<file path="src/rtl/assert_macros.svh">
// Assertion macros for the top level, the one RTL file that carries concurrent checks.
`ifndef ASSERT_MACROS_SVH
`define ASSERT_MACROS_SVH

// Checked at every rising edge while reset is released.
`define ASSERT_CLK(label, clk, rst_n, prop) \
    label: assert property (@(posedge clk) disable iff (!rst_n) prop) \
        else $error("assertion failed");

// Checked at every rising edge, reset included.
`define ASSERT_ALWAYS(label, clk, prop) \
    label: assert property (@(posedge clk) prop) \
        else $error("assertion failed");

`endif

</file>
<file path="src/rtl/pse_pkg.sv">
// Package with the types, constants and codes of the PPPoE session encap/decap block.
package pse_pkg;

    localparam int HDR_LEN = 22;
    localparam int ETH_LEN = 14;
    localparam int MAC_LEN = 12;
    localparam int CNT_W   = $clog2(HDR_LEN + 1);
    localparam int POS_W   = $clog2(HDR_LEN + 1);
    localparam int Q_DEPTH = 4;

    localparam logic [15:0] ET_PPPOE   = 16'h8864;
    localparam logic [15:0] ET_IPV4    = 16'h0800;
    localparam logic [15:0] ET_IPV6    = 16'h86DD;
    localparam logic [15:0] PPP_IPV4   = 16'h0021;
    localparam logic [15:0] PPP_IPV6   = 16'h0057;
    localparam logic [7:0]  VER_TYPE   = 8'h11;
    localparam logic [7:0]  SESS_CODE  = 8'h00;
    localparam logic [15:0] MAC_LEN_16 = 16'(MAC_LEN);

    localparam logic CFG_SESSION = 1'b0;
    localparam logic CFG_ENCAP   = 1'b1;

    typedef enum logic [1:0] {
        MODE_ETH,
        MODE_SESS,
        MODE_PASS
    } t_mode;

    typedef struct packed {
        logic [7:0]  in_byte;
        logic        in_last;
        logic [15:0] frame_length;
    } t_in_item;

    typedef struct packed {
        logic [7:0] out_byte;
        logic       out_last;
        logic       frame_dropped;
    } t_out_item;

    typedef struct packed {
        logic                         drop;
        logic                         last;
        logic [CNT_W-1:0]             count;
        logic [HDR_LEN-1:0][7:0]      bytes;
    } t_cmd;

    typedef struct packed {
        logic full;
        logic empty;
    } t_q_stat;

endpackage

</file>
<file path="src/rtl/pse_front.sv">
// Front end: header buffering, frame classification and command generation.
module pse_front import pse_pkg::*; (
    input  logic        i_clk,
    input  logic        i_rst_n,
    input  logic        i_cfg_we,
    input  logic [0:0]  i_cfg_idx,
    input  logic [15:0] i_cfg_data,
    input  logic        i_push,
    input  t_in_item    i_in,
    input  t_q_stat     i_stat,
    output logic        o_cmd_push,
    output t_cmd        o_cmd
);

    t_mode                   r_mode, n_mode;
    logic [POS_W-1:0]        r_pos, n_pos;
    logic [7:0]              r_store [HDR_LEN];
    logic [15:0]             r_session;
    logic                    r_encap;
    logic [HDR_LEN-1:0][7:0] hdr;
    logic [15:0]             et, pp, enc_pp, dec_et, plen;
    logic                    accept;

    assign accept = i_push && !i_stat.full;

    always_ff @(posedge i_clk) begin
        if (!i_rst_n) begin
            r_mode    <= MODE_ETH;
            r_pos     <= '0;
            r_session <= '0;
            r_encap   <= 1'b0;
        end else begin
            r_mode <= n_mode;
            r_pos  <= n_pos;
            if (i_cfg_we && i_cfg_idx == CFG_SESSION) begin
                r_session <= i_cfg_data;
            end
            if (i_cfg_we && i_cfg_idx == CFG_ENCAP) begin
                r_encap <= i_cfg_data[0];
            end
        end
    end

    always_ff @(posedge i_clk) begin
        if (accept && r_mode != MODE_PASS && r_pos < POS_W'(HDR_LEN)) begin
            r_store[r_pos] <= i_in.in_byte;
        end
    end

    always_comb begin
        for (int i = 0; i < HDR_LEN; i++) begin
            hdr[i] = (POS_W'(i) == r_pos) ? i_in.in_byte : r_store[i];
        end
        et     = {r_store[12], i_in.in_byte};
        pp     = {r_store[20], i_in.in_byte};
        enc_pp = (et == ET_IPV4) ? PPP_IPV4 : PPP_IPV6;
        dec_et = (pp == PPP_IPV4) ? ET_IPV4 : ET_IPV6;
        plen   = i_in.frame_length - MAC_LEN_16;
    end

    always_comb begin
        n_mode      = r_mode;
        n_pos       = r_pos;
        o_cmd_push  = 1'b0;
        o_cmd.drop  = 1'b0;
        o_cmd.last  = i_in.in_last;
        o_cmd.count = CNT_W'(1);
        o_cmd.bytes = hdr;
        if (accept) begin
            unique case (r_mode)
                MODE_PASS: begin
                    o_cmd_push     = 1'b1;
                    o_cmd.bytes[0] = i_in.in_byte;
                    if (i_in.in_last) begin
                        n_mode = MODE_ETH;
                        n_pos  = '0;
                    end
                end
                MODE_ETH, MODE_SESS: begin
                    if (r_pos >= POS_W'(HDR_LEN)) begin
                        n_mode = MODE_ETH;
                        n_pos  = '0;
                    end else if ((r_mode == MODE_ETH && r_pos < POS_W'(ETH_LEN - 1)) ||
                                 (r_mode == MODE_SESS && r_pos < POS_W'(HDR_LEN - 1))) begin
                        n_pos = r_pos + 1'b1;
                        if (i_in.in_last) begin
                            o_cmd_push  = 1'b1;
                            o_cmd.drop  = 1'b1;
                            o_cmd.last  = 1'b1;
                            o_cmd.bytes = '0;
                            n_mode      = MODE_ETH;
                            n_pos       = '0;
                        end
                    end else if (r_mode == MODE_ETH && r_pos != POS_W'(ETH_LEN - 1)) begin
                        n_mode = MODE_ETH;
                        n_pos  = '0;
                    end else if (r_mode == MODE_ETH && !r_encap && et == ET_PPPOE) begin
                        n_pos = r_pos + 1'b1;
                        if (i_in.in_last) begin
                            o_cmd_push  = 1'b1;
                            o_cmd.drop  = 1'b1;
                            o_cmd.last  = 1'b1;
                            o_cmd.bytes = '0;
                            n_mode      = MODE_ETH;
                            n_pos       = '0;
                        end else begin
                            n_mode = MODE_SESS;
                        end
                    end else begin
                        o_cmd_push = 1'b1;
                        n_mode     = i_in.in_last ? MODE_ETH : MODE_PASS;
                        n_pos      = i_in.in_last ? '0 : r_pos + 1'b1;
                        if (r_mode == MODE_ETH) begin
                            o_cmd.count = CNT_W'(ETH_LEN);
                            if (r_encap && (et == ET_IPV4 || et == ET_IPV6)) begin
                                o_cmd.count     = CNT_W'(HDR_LEN);
                                o_cmd.bytes[12] = ET_PPPOE[15:8];
                                o_cmd.bytes[13] = ET_PPPOE[7:0];
                                o_cmd.bytes[14] = VER_TYPE;
                                o_cmd.bytes[15] = SESS_CODE;
                                o_cmd.bytes[16] = r_session[15:8];
                                o_cmd.bytes[17] = r_session[7:0];
                                o_cmd.bytes[18] = plen[15:8];
                                o_cmd.bytes[19] = plen[7:0];
                                o_cmd.bytes[20] = enc_pp[15:8];
                                o_cmd.bytes[21] = enc_pp[7:0];
                            end
                        end else if (pp == PPP_IPV4 || pp == PPP_IPV6) begin
                            o_cmd.count     = CNT_W'(ETH_LEN);
                            o_cmd.bytes[12] = dec_et[15:8];
                            o_cmd.bytes[13] = dec_et[7:0];
                        end else begin
                            o_cmd.count = CNT_W'(HDR_LEN);
                        end
                    end
                end
                default: begin
                    n_mode = MODE_ETH;
                    n_pos  = '0;
                end
            endcase
        end
    end

endmodule

</file>
<file path="src/rtl/pse_fifo.sv">
// Short command queue between the front end and the output sequencer.
module pse_fifo import pse_pkg::*; #(
    parameter int DEPTH = Q_DEPTH
) (
    input  logic    i_clk,
    input  logic    i_rst_n,
    input  logic    i_push,
    input  t_cmd    i_data,
    input  logic    i_pop,
    output t_cmd    o_data,
    output t_q_stat o_stat
);

    localparam int PW = (DEPTH > 1) ? $clog2(DEPTH) : 1;
    localparam int CW = $clog2(DEPTH + 1);

    t_cmd          r_mem [DEPTH];
    logic [PW-1:0] r_wr, r_rd;
    logic [CW-1:0] r_cnt;
    logic          push_ok, pop_ok;

    assign o_stat.full  = (r_cnt == CW'(DEPTH));
    assign o_stat.empty = (r_cnt == '0);
    assign push_ok      = i_push && !o_stat.full;
    assign pop_ok       = i_pop && !o_stat.empty;
    assign o_data       = r_mem[r_rd];

    always_ff @(posedge i_clk) begin
        if (!i_rst_n) begin
            r_wr  <= '0;
            r_rd  <= '0;
            r_cnt <= '0;
        end else begin
            if (push_ok) begin
                r_wr <= (r_wr == PW'(DEPTH - 1)) ? '0 : r_wr + 1'b1;
            end
            if (pop_ok) begin
                r_rd <= (r_rd == PW'(DEPTH - 1)) ? '0 : r_rd + 1'b1;
            end
            if (push_ok && !pop_ok) begin
                r_cnt <= r_cnt + 1'b1;
            end else if (pop_ok && !push_ok) begin
                r_cnt <= r_cnt - 1'b1;
            end
        end
    end

    always_ff @(posedge i_clk) begin
        if (push_ok) begin
            r_mem[r_wr] <= i_data;
        end
    end

endmodule

</file>
<file path="src/rtl/pse_back.sv">
// Output sequencer: plays each queued command out as one result byte per request.
module pse_back import pse_pkg::*; (
    input  logic      i_clk,
    input  logic      i_rst_n,
    input  t_cmd      i_cmd,
    input  t_q_stat   i_stat,
    input  logic      i_pop,
    output t_out_item o_out,
    output logic      o_empty,
    output logic      o_q_pop
);

    logic [CNT_W-1:0] r_idx;
    logic             final_byte;

    assign final_byte          = (r_idx == i_cmd.count - 1'b1);
    assign o_empty             = i_stat.empty;
    assign o_q_pop             = i_pop && !i_stat.empty && final_byte;
    assign o_out.out_byte      = i_cmd.bytes[r_idx];
    assign o_out.out_last      = i_cmd.last && final_byte;
    assign o_out.frame_dropped = i_cmd.drop;

    always_ff @(posedge i_clk) begin
        if (!i_rst_n) begin
            r_idx <= '0;
        end else if (i_pop && !i_stat.empty) begin
            r_idx <= final_byte ? '0 : r_idx + 1'b1;
        end
    end

endmodule

</file>
<file path="src/rtl/pppoe_session_encap_decap.sv">
// Top level of the PPPoE session encapsulation and decapsulation block.
// Frames enter one byte per request on a queue-style port: a byte is taken at
// a rising edge with push high and full low. Results leave the same way: the
// oldest result shows on o_out while empty is low and is taken with pop.
// Bytes of the Ethernet header are held until the frame is classified, then
// the rewritten header leaves as a burst of up to 22 results, one per cycle while
// pop is held high. Later bytes stream through, one byte per cycle while pop is high.
// A short frame yields a single result with frame_dropped set.
// The front end takes one byte every cycle as long as the command queue
// (QUEUE_DEPTH entries) has room; a header burst holds its queue entry until
// all of its bytes are popped, so the queue sets how far input may run ahead.
// When the receiver stalls, results wait and full rises once the queue fills.
// Session number and mode are written on the configuration port and sampled
// at the fourteenth byte of each frame. Synchronous reset empties the queue,
// clears both registers and restarts header buffering; the header store itself
// is not cleared and needs no clearing pass.
`include "assert_macros.svh"

module pppoe_session_encap_decap import pse_pkg::*; #(
    parameter int QUEUE_DEPTH = Q_DEPTH
) (
    input  logic        i_clk,
    input  logic        i_rst_n,
    input  logic        i_cfg_we,
    input  logic [0:0]  i_cfg_idx,
    input  logic [15:0] i_cfg_data,
    input  logic        push,
    output logic        full,
    input  t_in_item    i_in,
    output logic        empty,
    input  logic        pop,
    output t_out_item   o_out
);

    t_q_stat q_stat;
    t_cmd    cmd_in, cmd_head;
    logic    cmd_push, q_pop;

    assign full = q_stat.full;

    pse_front u_front (
        .i_clk      (i_clk),
        .i_rst_n    (i_rst_n),
        .i_cfg_we   (i_cfg_we),
        .i_cfg_idx  (i_cfg_idx),
        .i_cfg_data (i_cfg_data),
        .i_push     (push),
        .i_in       (i_in),
        .i_stat     (q_stat),
        .o_cmd_push (cmd_push),
        .o_cmd      (cmd_in)
    );

    pse_fifo #(
        .DEPTH (QUEUE_DEPTH)
    ) u_fifo (
        .i_clk   (i_clk),
        .i_rst_n (i_rst_n),
        .i_push  (cmd_push),
        .i_data  (cmd_in),
        .i_pop   (q_pop),
        .o_data  (cmd_head),
        .o_stat  (q_stat)
    );

    pse_back u_back (
        .i_clk   (i_clk),
        .i_rst_n (i_rst_n),
        .i_cmd   (cmd_head),
        .i_stat  (q_stat),
        .i_pop   (pop),
        .o_out   (o_out),
        .o_empty (empty),
        .o_q_pop (q_pop)
    );

    `ASSERT_ALWAYS(a_reset_empties, i_clk, !i_rst_n |=> empty && !full)
    `ASSERT_CLK(a_drop_is_final, i_clk, i_rst_n,
        (!empty && o_out.frame_dropped) |-> (o_out.out_last && o_out.out_byte == 8'h00))
    `ASSERT_CLK(a_last_frees_entry, i_clk, i_rst_n,
        (!empty && pop && o_out.out_last) |-> q_pop)

endmodule
</file>
<file path="config.mk">
export PLATFORM = sky130hd
export DESIGN_NAME = pppoe_session_encap_decap
export DESIGN_NICKNAME = d
export VERILOG_FILES = /design/src/rtl/pse_pkg.sv /design/src/rtl/pse_front.sv /design/src/rtl/pse_fifo.sv /design/src/rtl/pse_back.sv /design/src/rtl/pppoe_session_encap_decap.sv
export VERILOG_INCLUDE_DIRS = /design/src /design/src/rtl
export SDC_FILE = /design/constraint.sdc
export NUM_CORES = 1
export LEC_CHECK = 0
export ABC_AREA = 0
export BUFFER_PORTS_ARGS = -buffer_cell sky130_fd_sc_hd__clkbuf_2
export CORE_MARGIN = 3
export CORE_UTILIZATION = 52
export CTS_BUF_LIST = sky130_fd_sc_hd__clkbuf_16
export DETAILED_ROUTE_END_ITERATION = 10
export HOLD_SLACK_MARGIN = 0.12
export MAX_ROUTING_LAYER = met4
export PLACE_DENSITY = 0.79
export SYNTH_ARGS = -nofsm -noshare
export SYNTH_HDL_FRONTEND = slang
export SYNTH_HIERARCHICAL = 1
export SYNTH_SLANG_ARGS = --single-unit
</file>
<file path="constraint.sdc">
create_clock -name i_clk -period 11.9 [get_ports i_clk]
set_clock_uncertainty 0.2 [all_clocks]
set_input_delay 1.785 -clock i_clk [delete_from_list [all_inputs] [get_ports i_clk]]
set_output_delay 1.785 -clock i_clk [all_outputs]
set_load 0.01 [all_outputs]
</file>
==> results of run 1 <==
## how the worst max path moves through the flow
| stage | start | end | slack (ns) | depth (start not counted) |
|---|---|---|---|---|
| after floorplan | push | u_fifo/r_mem[0][0] | 3.87 | 8 |
| after global placement | flop | o_out[5] | 5.92 | 8 |
| after detailed placement | i_in[24] | u_fifo/r_mem[3][10] | 5.81 | 10 |
| after CTS | flop | o_out[3] | 5.20 | 8 |
| after global routing | flop | o_out[5] | 4.95 | 8 |
| final | flop | o_out[3] | 5.29 | 8 |
## metrics by stage
stage / power, W / cell area [um^2] / setup slack (ns)
final: 0.008055 / 43310 / 5.290
after CTS: 0.008076 / 43300 / 5.201
after detailed placement: 0.005184 / 40290 / 5.806
after floorplan: 0.004827 / 39430 / 3.866
after global routing: 0.008294 / 43310 / 4.948
after global placement: 0.005134 / 40290 / 5.919
## state kept, by name, summed over array words and instances, names as in the netlist, named ones only
| name | count |
|---|---|
| u_back/r_idx | 5 |
| u_front/r_encap | 1 |
| u_front/r_session | 16 |
| u_front/r_pos | 5 |
| u_fifo/r_cnt | 3 |
| u_front/r_store | 176 |
| u_fifo/r_mem | 732 |
| u_fifo/r_rd | 2 |
| u_fifo/r_wr | 2 |
| u_front/r_mode | 2 |
## power by group
part / switching, W / total (W) / internal (W) / leakage (nW)
registers: 0.0000772 / 0.00405 / 0.00397 / 8.58
logic: 0.000714 / 0.00109 / 0.000374 / 3.76
clock network: 0.00120 / 0.00292 / 0.00172 / 1.52
total: 0.00199 / 0.00806 / 0.00606 / 13.9
## synth_stat cells, drive strengths merged (5+ instances only)
cell     number
buf          78
a22oi         8
dfxtp        38
or3           6
a21o          6
o211ai        5
nor2        103
nor2b        24
mux4        195
a211oi       14
o22ai         7
nand4        11
nor4          5
a21boi       18
clkbuf       65
o21a         18
a21oi       125
nor3         15
o21ai        50
xnor2        11
xor2         13
mux2i       135
and3          9
inv          18
a2bb2oi       5
or4           5
edfxtp      908
nand3        30
a221oi        9
nand2b       10
nand2       296
or2           6
and2         15
ha           14
## cells by family after synthesis
kind of cell | count (synthesis) | share of synthesized area [%]
DFF | 946 | 71.08
and+or+nand+nor | 548 | 6.185
muxes | 332 | 14.64
AOI/OAI and AO/OA | 282 | 4.363
buffers and inverters | 161 | 2.697
xor gates and xnor gates | 24 | 0.5331
adders and majority gates | 15 | 0.4951
## worst max-delay path, cell delays in order (launching register included)
cell and delay [ns]:
dfxtp_4 0.60, buf_4 0.78, buf_4 0.74, mux4_2 0.60, mux4_2 0.47, a2bb2oi_1 0.14, nand3_1 0.16, nand3_1 0.17
clkbuf_2 0.20
## area by class of cell
type	count	share of cell area (%)
clock buffers	93	5.374
multi-input cells	1201	23.93
inverters	18	0.1560
repair buffers	93	1.393
well taps	969	2.799
diodes	2	0.01156
clock inverters	69	1.589
flip-flops and latches	946	64.75
## routing by layer
metal,vias up,global-route usage (%),routed length [um]
li1,9104,-,-
met1,11180,32.32,35010
met2,1372,37.84,45170
met3,206,4.620,9410
met4,0,8.902,3286
met5,-,-,0
==> flow_metrics.tcl, run 1 <==
set metrics [dict create \
    detail-route-antenna-nets 0 \
    initial_utilization_pct 52.70 \
    netlist_instances 2308 \
    area_delta_synth_final_pct 9.844 \
    total_length_of_routed_wires_mm 92.88 \
    crit-reg2reg-capture "u_fifo/r_mem[3][34]" \
    ys_seq_area_share_pct 71.08 \
    cellLeakagePower_nw 13.86 \
    max-clock-path-buffers 3 \
    holdPathStages 2 \
    worst-endpoint-arrival_ns 4.62 \
    worst_case_hold_slack_ns 0.2757 \
    mappedNetlistArea_um2 39430 \
    ff2ff_setup_slack_ns 6.62 \
    post_cts_hold_buffers 0 \
    setup.worst_path.start_class "flop" \
    async_reset_ff_share_pct 0 \
    yosys.area.top_type "edfxtp_1" \
    cp-end-kind "output port" \
    timing.setup.tns_ns 0 \
    grt_use_total_pct 24.28 \
    mostFrequentLayoutCells "edfxtp_1 (908), nand2_1 (296), mux4_2 (193)" \
    post_drt_wl_per_cell_um 27.39 \
    final_layout_size_suffix_gt1_share_pct 18.60 \
    final_nets 2411 \
    clock_transition_time_at_the_flip_flop_clock_pins_of_the_worst_setup_and_hold_paths_ns 0.06 \
    rsz0062_at_grt "false" \
    place.detailed.hpwl_mm 55.33 \
    synth_ff_type "edfxtp_1" \
    pin_count_of_the_biggest_net_entering_global_routing 140 \
    whs_endpoint "u_front/r_session[2]" \
    worstPathRequired_ns 9.92 \
    synth_enable_flop_cells 908 \
    tritoncts "yes" \
    postCtsSetupRepairBufs 0 \
    synth_largest_type_area_fraction_pct 69.15 \
    seqCellArea_um2 28040 \
    remaining_drc_errors 0 \
    r2r_cells 7 \
    worstHoldStart "u_front/r_session[2]" \
    drt_iter0_drc 3112 \
    worstReg2RegStart "u_front/r_pos[2]" \
    die_area_um2 79160 \
    synthesis.yosys.warnings 6 \
    worstPathMaxFanout 46 \
    grt_remaining_overflow 0 \
    max_cap_violations 0 \
    clkSinkCount 946 \
    final_common_cell "edfxtp_1" \
    timing.final.crit_period_ns 6.610 \
    maximum_vdd_ir_drop_uv 119.5 \
    setup_viol 0 \
    slew-limit-headroom_pct 10.63 \
    syn_area_per_cell_um2 17.08 \
    cts-buffers-inserted 89 \
    multi_input_comb_area_um2 10360 \
    post_synth_main_area_contributors "edfxtp_1 (69%), mux4_2 (11%), mux2i_1 (3.4%)" \
    tightestPinTransition_ns 1.330 \
    grt_pass1_vias 21840 \
    final_core_util_pct 57.88 \
    nFillCells 5267 \
    timing_worst_setup_path_type "reg2out" \
    post_layout_nonfiller_instances 3391 \
    core_area_um2 74820 \
    yosysUniqueCellTypes 69 \
    cts-root-buf "clkbuf_16" \
    detailedRoute.firstPassIterationCount 6 \
    clock.fmax_ghz 0.1513 \
    timing.final.crit_share_pct 55.54 \
    synth_seq_cells 946 \
    mappedNetlistNets 2370 \
    hold_class "reg2reg" \
    clock_tree.htree_level_count 3 \
    number_of_i_o_port_buffers 58 \
    dp.cells 3227 \
    cts-resized-gates 0 \
    die_w_um 281.4 \
    rows 100 \
    timing_hold_violations_final 0 \
    clkLatencyLatePin_ns 0.64 \
    detailroute.via_count 21860 \
    route.detailed.vias_per_inst 6.446 \
    number_of_antenna_violations_at_the_first_check_in_global_routing 2 \
    dieHeight_um 281.4 \
    io_pins 59 \
    finalWeightedCongestion 0.9379 \
    grt_first_pass_wirelength_mm 138.4 \
    report.final.slew_viol_count 0 \
    outcome "finished clean" \
    power-per-cell-area_nw_per_um2 186.0 \
]
Power figures use the tool's default switching activity.
==> inputs of run 2 (changes only) <==
ABC_AREA = 1   (was 0)
clock period = 6.14 ns   (was 11.9 ns; I/O delays follow)
==> flow_metrics.tcl, run 2 <==
set metrics [dict create \
    worst-endpoint-arrival_ns 3.82 \
    drt_iter0_drc 3818 \
    worstPathRequired_ns 5.02 \
    post_drt_wl_per_cell_um 22.44 \
    detail-route-antenna-nets 0 \
    dp.cells 4655 \
    timing.final.crit_share_pct 80.54 \
    die_w_um 288.3 \
    clock_transition_time_at_the_flip_flop_clock_pins_of_the_worst_setup_and_hold_paths_ns 0.06 \
    postCtsSetupRepairBufs 0 \
    grt_use_total_pct 26.44 \
    dieHeight_um 288.3 \
    ys_seq_area_share_pct 67.62 \
    place.detailed.hpwl_mm 61.10 \
    async_reset_ff_share_pct 0 \
    crit-reg2reg-capture "u_fifo/r_mem[0][134]" \
    area_delta_synth_final_pct 9.353 \
    worstReg2RegStart "u_fifo/r_cnt[0]" \
    grt_remaining_overflow 0 \
    outcome "finished clean" \
    cts-buffers-inserted 93 \
    tightestPinTransition_ns 0.9507 \
    tritoncts "yes" \
    post_synth_main_area_contributors "edfxtp_1 (66%), nor2_1 (5.9%), nand2_1 (4.8%)" \
    mostFrequentLayoutCells "edfxtp_1 (908), nor2_1 (650), nand2_1 (530)" \
    rsz0062_at_grt "false" \
    postLayoutCellArea_um2 45320 \
    max_flop_register "u_fifo/r_mem" \
    layout_top_registers "u_fifo/r_mem x732, u_front/r_store x176, u_front/r_session x16" \
    worstHoldStart "i_cfg_data[5]" \
    detailed_place.area_um2 42300 \
    max_cap_violations 0 \
    yosys.area.top_type "edfxtp_1" \
    synth_ff_type "edfxtp_1" \
    holdPathStages 3 \
    hold_class "in2reg" \
    cts-root-buf "clkbuf_16" \
    post_layout_nonfiller_instances 4829 \
    initial_utilization_pct 52.98 \
    worstPathMaxFanout 58 \
    cellLeakagePower_nw 17.11 \
    final_nets 3772 \
    report.final.slew_viol_count 0 \
    total_length_of_routed_wires_mm 108.3 \
    clkSinkCount 946 \
    setup.worst_path.start_class "flop" \
    diodes_inserted 0 \
    number_of_antenna_violations_at_the_first_check_in_global_routing 1 \
    syn_area_per_cell_um2 11.10 \
    post_cts_hold_buffers 0 \
    synthesis.yosys.warnings 6 \
    setup_viol 0 \
    nFillCells 6012 \
    final_core_util_pct 57.93 \
    largest_reg_flops 732 \
    synth_seq_cells 946 \
    core_area_um2 78230 \
    rows 102 \
    slew-limit-headroom_pct 36.39 \
    detailroute.via_count 29110 \
    remaining_drc_errors 0 \
    detailedRoute.firstPassIterationCount 7 \
    timing.final.crit_period_ns 4.945 \
    finalWeightedCongestion 0.9694 \
    post-synth-top-count-cell "edfxtp_1" \
    cts-resized-gates 0 \
    whs_endpoint "u_front/r_session[5]" \
    synth_enable_flop_cells 908 \
    yosysUniqueCellTypes 54 \
    grt_first_pass_wirelength_mm 162.2 \
    synth.cells.most_frequent "edfxtp_1 (908), nor2_1 (654), nand2_1 (530)" \
    design_power_total_w 0.01455 \
    clock_tree.htree_level_count 3 \
    cp-end-kind "output port" \
    timing_worst_setup_path_type "reg2out" \
    maximum_vdd_ir_drop_uv 216.0 \
    final_layout_size_suffix_gt1_share_pct 8.551 \
    netlist_instances 3734 \
    clkLatencyLatePin_ns 0.66 \
    r2r_cells 13 \
    mappedNetlistNets 3796 \
    number_of_i_o_port_buffers 58 \
    pin_count_of_the_biggest_net_entering_global_routing 179 \
    mappedNetlistArea_um2 41440 \
    timing_hold_violations_final 0 \
    grt_pass1_vias 27510 \
    ff2ff_setup_slack_ns 1.68 \
    power-per-cell-area_nw_per_um2 320.9 \
    route.detailed.vias_per_inst 6.028 \
    io_pins 59 \
    clock.fmax_ghz 0.2022 \
    max-clock-path-buffers 3 \
    final_common_cell "edfxtp_1" \
    synth_largest_type_area_fraction_pct 65.79 \
    die_area_um2 83130 \
]
==> run 2: cells by family after synthesis <==
| family | share of synthesized area (%) |
|---|---|
| simple gates | 13.99 |
| flops | 67.62 |
| compound gates | 10.55 |
| buf+inv | 5.736 |
| mux | 1.377 |
| fa+ha+maj | 0.4710 |
| xor+xnor | 0.2536 |
==> run 2: area by class of cell <==
cell class / count / area, um^2 / area share (%)
multi-input cells: 2300 / 11080 / 24.45
inverters: 262 / 1006 / 2.220
repair buffers: 107 / 870.8 / 1.921
flip-flops and latches: 946 / 28040 / 61.87
clock inverters: 80 / 669.4 / 1.477
clock buffers: 94 / 2352 / 5.190
well taps: 1040 / 1301 / 2.871
==> run 2: power breakdown <==
| group | switching, W | internal (W) |
|---|---|---|
| Combinational | 0.00114 | 0.000364 |
| Clock | 0.00244 | 0.00314 |
| Sequential | 0.0000842 | 0.00738 |
==> run 2: through the flow <==
stage / hold slack (ns) / TNS, ns / setup slack [ns]
2_1_floorplan: 0.2697 / -984.15 / -1.344
3_3_place_gp: 0.2975 / 0 / 1.596
3_5_place_dp: 0.3019 / 0 / 1.528
4_1_cts: 0.2743 / 0 / 1.332
5_1_grt: 0.2980 / 0 / 1.051
6_report: 0.2955 / 0 / 1.195
==> run 2: metal layers <==
layer / vias up / global-route usage, % / part of all wire, %
met2: 1850 / 39.98 / 46
met5: - / - / 0
li1: 13030 / - / -
met3: 266 / 5.462 / 12
met4: 0 / 9.866 / 3.5
met1: 13960 / 35.61 / 38
==> run 2: worst max path at each step <==
stage | slack, ns | start | endpoint | cells past startpoint
after detailed placement | 1.53 | push | u_fifo/r_mem[0][168] | 12
after global placement | 1.60 | i_in[21] | u_fifo/r_cnt[1] | 16
final | 1.19 | flop | o_out[2] | 11
after CTS | 1.33 | flop | o_out[8] | 11
after global routing | 1.05 | flop | o_out[2] | 10
after floorplan | -1.34 | i_in[20] | u_fifo/r_mem[0][0] | 11
==> run 2: worst max-delay path: stages (launching register included) <==
cell      delay, ns
dfxtp_4        0.53
inv_6          0.51
buf_12         0.31
o21ai_1        0.11
o22ai_1        0.48
o21ai_0        0.20
o22ai_1        0.20
nand2_1        0.07
nand2_1        0.18
nand2_1        0.12
nand2_1        0.19
clkbuf_2       0.16
